===== config.mk =====
export PLATFORM = sky130hd
export DESIGN_NAME = swm_ctrl
export DESIGN_NICKNAME = d
export VERILOG_FILES = /design/src/rtl/swm_pkg.sv /design/src/rtl/swm_ctrl.sv
export SDC_FILE = /design/constraint.sdc
export NUM_CORES = 1
export LEC_CHECK = 0
export BUFFER_PORTS_ARGS = -buffer_cell sky130_fd_sc_hd__buf_2
export CAP_MARGIN = 30
export CORE_AREA = 2 2 39 41
export CTS_CLUSTER_DIAMETER = 50
export DETAILED_ROUTE_END_ITERATION = 6
export DIE_AREA = 0 0 41 43
export GPL_TIMING_DRIVEN = 0
export SLEW_MARGIN = 20
export SYNTH_ARGS = -nofsm -noshare
export SYNTH_HDL_FRONTEND = slang
export SYNTH_SLANG_ARGS = --single-unit

===== constraint.sdc =====
create_clock -name i_clk -period 1.8 [get_ports i_clk]
set_clock_uncertainty 0.15 [all_clocks]
set_input_delay 0.09 -clock i_clk [delete_from_list [all_inputs] [get_ports i_clk]]
set_output_delay 0.09 -clock i_clk [all_outputs]
set_load 0.05 [all_outputs]

===== src/rtl/swm_pkg.sv =====
// Sliding window median: shared constants, word types and control structs.
// Used by every module of the block; depends on nothing.
`default_nettype none

package swm_pkg;

    localparam int MAX_WINDOW = 64;
    localparam int IDX_W      = (MAX_WINDOW > 1) ? $clog2(MAX_WINDOW) : 1;
    localparam int CNT_W      = $clog2(MAX_WINDOW + 1);
    localparam int WS_W       = 7;
    localparam int GRP        = 8;
    localparam int N_GRP      = (MAX_WINDOW + GRP - 1) / GRP;

    typedef struct packed {
        logic signed [31:0] sample;
        logic               last_sample;
    } t_in_word;

    typedef struct packed {
        logic signed [32:0] median_doubled;
        logic               sequence_end;
    } t_out_word;

    typedef enum logic [2:0] {
        S_IDLE,
        S_CHECK,
        S_REMOVE,
        S_MED_SEL,
        S_MED_OUT
    } t_state;

    typedef struct packed {
        logic latch;
        logic ring_rd;
        logic remove;
        logic insert;
        logic med_sel;
        logic med_load;
        logic finish;
    } t_cmd;

    typedef struct packed {
        logic fill_ge_k;
        logic fill_to_k;
        logic out_free;
    } t_sts;

endpackage

`default_nettype wire


===== src/rtl/swm_ctrl.sv =====
// Sliding window median: sequencing state machine.
// Depends on swm_pkg; drives the datapath through t_cmd, watches t_sts.
`default_nettype none

module swm_ctrl (
    input  wire logic          i_clk,
    input  wire logic          i_rst_n,
    input  wire logic          i_in_valid,
    output logic               o_in_stall,
    input  wire swm_pkg::t_sts i_sts,
    output swm_pkg::t_cmd      o_cmd
);

    swm_pkg::t_state r_state;
    swm_pkg::t_state n_state;

    always_ff @(posedge i_clk) begin
        if (!i_rst_n) begin
            r_state <= swm_pkg::S_IDLE;
        end else begin
            r_state <= n_state;
        end
    end

    // next state
    always_comb begin
        n_state = r_state;
        unique case (r_state)
            swm_pkg::S_IDLE: begin
                if (i_in_valid) n_state = swm_pkg::S_CHECK;
            end
            swm_pkg::S_CHECK: begin
                if (i_sts.fill_ge_k)      n_state = swm_pkg::S_REMOVE;
                else if (i_sts.fill_to_k) n_state = swm_pkg::S_MED_SEL;
                else                      n_state = swm_pkg::S_IDLE;
            end
            swm_pkg::S_REMOVE:  n_state = swm_pkg::S_CHECK;
            swm_pkg::S_MED_SEL: n_state = swm_pkg::S_MED_OUT;
            swm_pkg::S_MED_OUT: begin
                if (i_sts.out_free) n_state = swm_pkg::S_IDLE;
            end
            default: n_state = swm_pkg::S_IDLE;
        endcase
    end

    // outputs
    always_comb begin
        o_cmd      = '0;
        o_in_stall = 1'b1;
        unique case (r_state)
            swm_pkg::S_IDLE: begin
                o_in_stall  = 1'b0;
                o_cmd.latch = i_in_valid;
            end
            swm_pkg::S_CHECK: begin
                o_cmd.ring_rd = i_sts.fill_ge_k;
                o_cmd.insert  = !i_sts.fill_ge_k;
                o_cmd.finish  = !i_sts.fill_ge_k && !i_sts.fill_to_k;
            end
            swm_pkg::S_REMOVE:  o_cmd.remove  = 1'b1;
            swm_pkg::S_MED_SEL: o_cmd.med_sel = 1'b1;
            swm_pkg::S_MED_OUT: begin
                o_cmd.med_load = i_sts.out_free;
                o_cmd.finish   = i_sts.out_free;
            end
            default: o_in_stall = 1'b1;
        endcase
    end

endmodule

`default_nettype wire


---- Word level (Yosys, flattened, before mapping) ----
Index checks and enable logic that the tools add are counted.
cells by class
  equal/unequal tests ..................... 6
  multiplexer cells ....................... 13
  reductions and logical operators ........ 5
operators by type and width
  kind                                                                    number
  3-bit case mux with 5 select lines                                      1
  1-bit 2-to-1 mux                                                        7
  3-bit by 2-bit equality test with 1-bit output (second input constant)  2
  3-bit 2-to-1 mux                                                        2
  2-bit 2-to-1 mux                                                        2
  2-bit != test (second input constant)                                   2
  3-bit by 1-bit equality test with 1-bit output (second input constant)  1
  3-bit equality test (second input constant)                             1
  3-bit logical NOT                                                       1
  1-bit logical NOT                                                       2
  1-bit case mux with 2 select lines                                      1
  2-bit AND reduction                                                     1
  1-bit logical AND                                                       1
word-level totals
  flip-flop bits (word level) ............. 3
  input bits .............................. 6
  output and inout port bits .............. 8
  logic and storage cells ................. 25

---- Logic depth before layout (Yosys ltp) ----
  depth after elaboration ................. 3
  mapped depth ............................ 4
  gate-level depth less buffers ........... 3

---- Worst setup path before layout ----
Ideal clock, no wire load.
  kind .................................... register -> output
  from .................................... register r_state[0]
  to ...................................... output port o_cmd[6] in the netlist's numbering
  arrival ................................. 2.018 ns
  required time ........................... 1.560 ns
  setup slack ............................. -0.458 ns
  stages on the path, launching flop included .. 3
  buffers on the path ..................... 1
  cells stage by stage .................... dfxtp_1 clkbuf_1 nor4_1
RTL lines
  element                   RTL line        source
  start: declaration        swm_ctrl.sv:14  swm_pkg::t_state r_state;
  start signal: assignment  swm_ctrl.sv:19  r_state <= swm_pkg::S_IDLE;
  start signal: assignment  swm_ctrl.sv:21  r_state <= n_state;
  end: declaration          swm_ctrl.sv:11  output swm_pkg::t_cmd o_cmd

==> flow_metrics.env <==
export IMPL_die_y_um=43
export IMPL_synth_top_family_by_area="simple AND/OR/NAND/NOR gates"
export IMPL_p_leak_nw=0.190
export IMPL_synth_flop_cell="dfxtp_1"
export IMPL_status="complete, no violations"
export IMPL_synthSimpleGateAreaFrac_pct=40.8
export IMPL_cts_buffer_depth=2
export IMPL_ys_ff_latch=3
export IMPL_fin_tns_setup_ns=0
export IMPL_dieArea_um2=1760
export IMPL_path_common_cell="clkbuf_4"
export IMPL_start_kind="flip-flop"
export IMPL_post_cts_repair_setup_buffers=0
export IMPL_synthAdderAreaFrac_pct=0
export IMPL_finalSetupViolCount=0
export IMPL_drc=0
export IMPL_grt_pass1_wl_um=993
export IMPL_syn_nets=37
export IMPL_clk_pin_slew_ns=0.04
export IMPL_nets=56
export IMPL_die_x_um=41
export IMPL_slew_headroom_pct=76.3
export IMPL_synth_area_um2=224
export IMPL_synth_distinct_cells=21
export IMPL_synth_mux_area_share_pct=0
export IMPL_reg2reg_to="r_state[0]"
export IMPL_core_um2=1380
export IMPL_synthXorXnorAreaFrac_pct=0
export IMPL_seqCellArea_um2=60.1
export IMPL_grt_pass1_vias=235
export IMPL_start_util_pct=16.2
export IMPL_crit_type="flip-flop to primary output"
export IMPL_numPlacedInstances=60
export IMPL_p_total_w=0.000293
export IMPL_synth_edf_count=0
export IMPL_ios=14
export IMPL_rr_worst_depth=3
export IMPL_grt_util_all_layers_pct=8.93
export IMPL_rsz0062_at_grt="false"
export IMPL_tightest_slew_ns=0.355
export IMPL_min_period_ns=1.70
export IMPL_avgRoutedWirePerCell_um=8.77
export IMPL_syn_area_per_cell_um2=7.22
export IMPL_clkSinkCount=3
export IMPL_crit_path_end_kind="primary output"
export IMPL_crit_path_max_incr_delay_ns=0.43
export IMPL_cp_required_ns=1.56
export IMPL_cellPowerDensity_nw_per_um2=774
export IMPL_multi_input_area_um2=153
export IMPL_hold_path_cell_count=3
export IMPL_clock_root_buffer="clkbuf_4"
export IMPL_drive_above_1_share_pct=44.9
export IMPL_ys_seq_area_share_pct=26.8
export IMPL_first_pass_iters=2
export IMPL_fmax_ghz=0.590
export IMPL_antenna_found_initial=0
export IMPL_area_growth_syn_to_layout_pct=69.3
export IMPL_synth_compound_area_share_pct=20.1
export IMPL_utilization_pct=27.4
export IMPL_cts_tree="done"
export IMPL_synthArstFlopShare_pct=0
export IMPL_cts_buffers=3
export IMPL_grt_ovfl_total=0
export IMPL_drtAntennaViolNets=0
export IMPL_largestRegisters="r_state: 3 flops"
export IMPL_cp_max_fo=10
export IMPL_grt_max_degree=11
export IMPL_hold_viol_final=0
export IMPL_port_buffers=13
export IMPL_holdWs_ns=0.0292
export IMPL_diodes=0
export IMPL_rows=14
export IMPL_cp_slowest_cell="or3b_1"
export IMPL_top_register="r_state"
export IMPL_largest_reg_flops=3
export IMPL_maxSlewViolCount=0
export IMPL_min_path_type="primary input to flip-flop"
export IMPL_ys_warn_count=0
export IMPL_cp_data_arrival_time_ns=1.46
export IMPL_worstPathCellList="clkbuf_4 > or3b_1 > nor2_1 > clkbuf_4"
export IMPL_place_congestion=0.653
export IMPL_hold_start="i_sts[2]"
export IMPL_routed_via_count=261
export IMPL_first_iter_violations=2
export IMPL_wl_um=570
export IMPL_period_share_pct=94.2
export IMPL_htree_levels=1
export IMPL_clk_latency_ns=0.23
export IMPL_dp_hpwl_um=423
export IMPL_vdd_ir_drop_worst_uv=286
export IMPL_hold_end="r_state[1]"
export IMPL_rr_startpoint="r_state[1]"
export IMPL_nFillCells=163
export IMPL_r2r_slack_ns=0.39
export IMPL_synth_cells=31
export IMPL_max_cap_violations=0
export IMPL_viasPerCell=4.02
export IMPL_stdcell_count=65
critical path: cells and delay by family (launching register included):
family	cells	cell delay, ns
simple gates	2	0.53
buf+inv	2	0.40
flops	1	0.30
area by class of cell:
type	count	area share, %
multi-input combinational	22	40.3
buffer	3	5.28
clock buffer	4	6.93
timing repair buffer	15	24.4
sequential	3	15.8
inverter	2	1.98
tap	16	5.28
kinds of logic after synthesis:
logic type / count (synthesis)
and+or+nand+nor: 15
AOI/OAI and AO/OA: 7
buffers and inverters: 6
DFF: 3
cell usage in the layout, fill, tap and decap left out, types with 2 or more instances in the layout:
cell type and n:
buf_2 10, buf_4 3, clkbuf_4 5, dfxtp_1 3, dlygate4sd3_1 2, inv_1 2, nand2_1 2, nor2_1 3
o21a_1 2, o21ai_0 2
layer usage:
metal,vias to the layer above,global-route usage [%],share of wire (%)
met4,0,10.0,0
met5,-,0,0
met3,0,3.14,4.9
li1,144,-,-
met2,6,10.6,49
met1,111,10.9,46
timing repair:
item / CTS / global route
endpoints found under the setup margin: 1 / 4
hold buffers: 2 / 0
endpoints found under the hold margin: 3 / 0
gates resized for setup: 1 / 6
power breakdown:
part           switching (W)   total, W  internal (W)
combinational      0.0000666  0.0000992     0.0000325
sequential        0.00000472  0.0000757     0.0000710
clock              0.0000353   0.000118     0.0000831
Yosys cell counts, drive strengths merged, types with 2 or more instances:
master	number	area share, %
inv	2	3.4
buf	2	5.6
nand2	2	3.4
nor3	2	4.5
clkbuf	2	3.4
o21a	2	6.7
nor2	3	5.0
dfxtp	3	27
o21ai	3	6.7
how the worst max path moves through the flow:
stage / to / cells past startpoint / slack (ns) / startpoint
after floorplan: o_cmd[0] / 4 / 0.03 / r_state[2]
after global placement: o_cmd[3] / 4 / 0.28 / r_state[1]
after detailed placement: o_cmd[3] / 4 / 0.26 / r_state[1]
after CTS: o_cmd[3] / 4 / 0.002 / r_state[1]
after global routing: o_cmd[3] / 4 / 0.02 / r_state[2]
final: o_cmd[3] / 4 / 0.10 / r_state[2]
metrics by stage:
step | setup slack (ns) | instance area (um2)
floorplan | 0.0290 | 240
global placement | 0.283 | 325
detailed placement | 0.264 | 325
CTS | 0.00179 | 374
global route | 0.0179 | 379
finish | 0.105 | 379
Note: power is estimated with default switching activity, not from simulation.
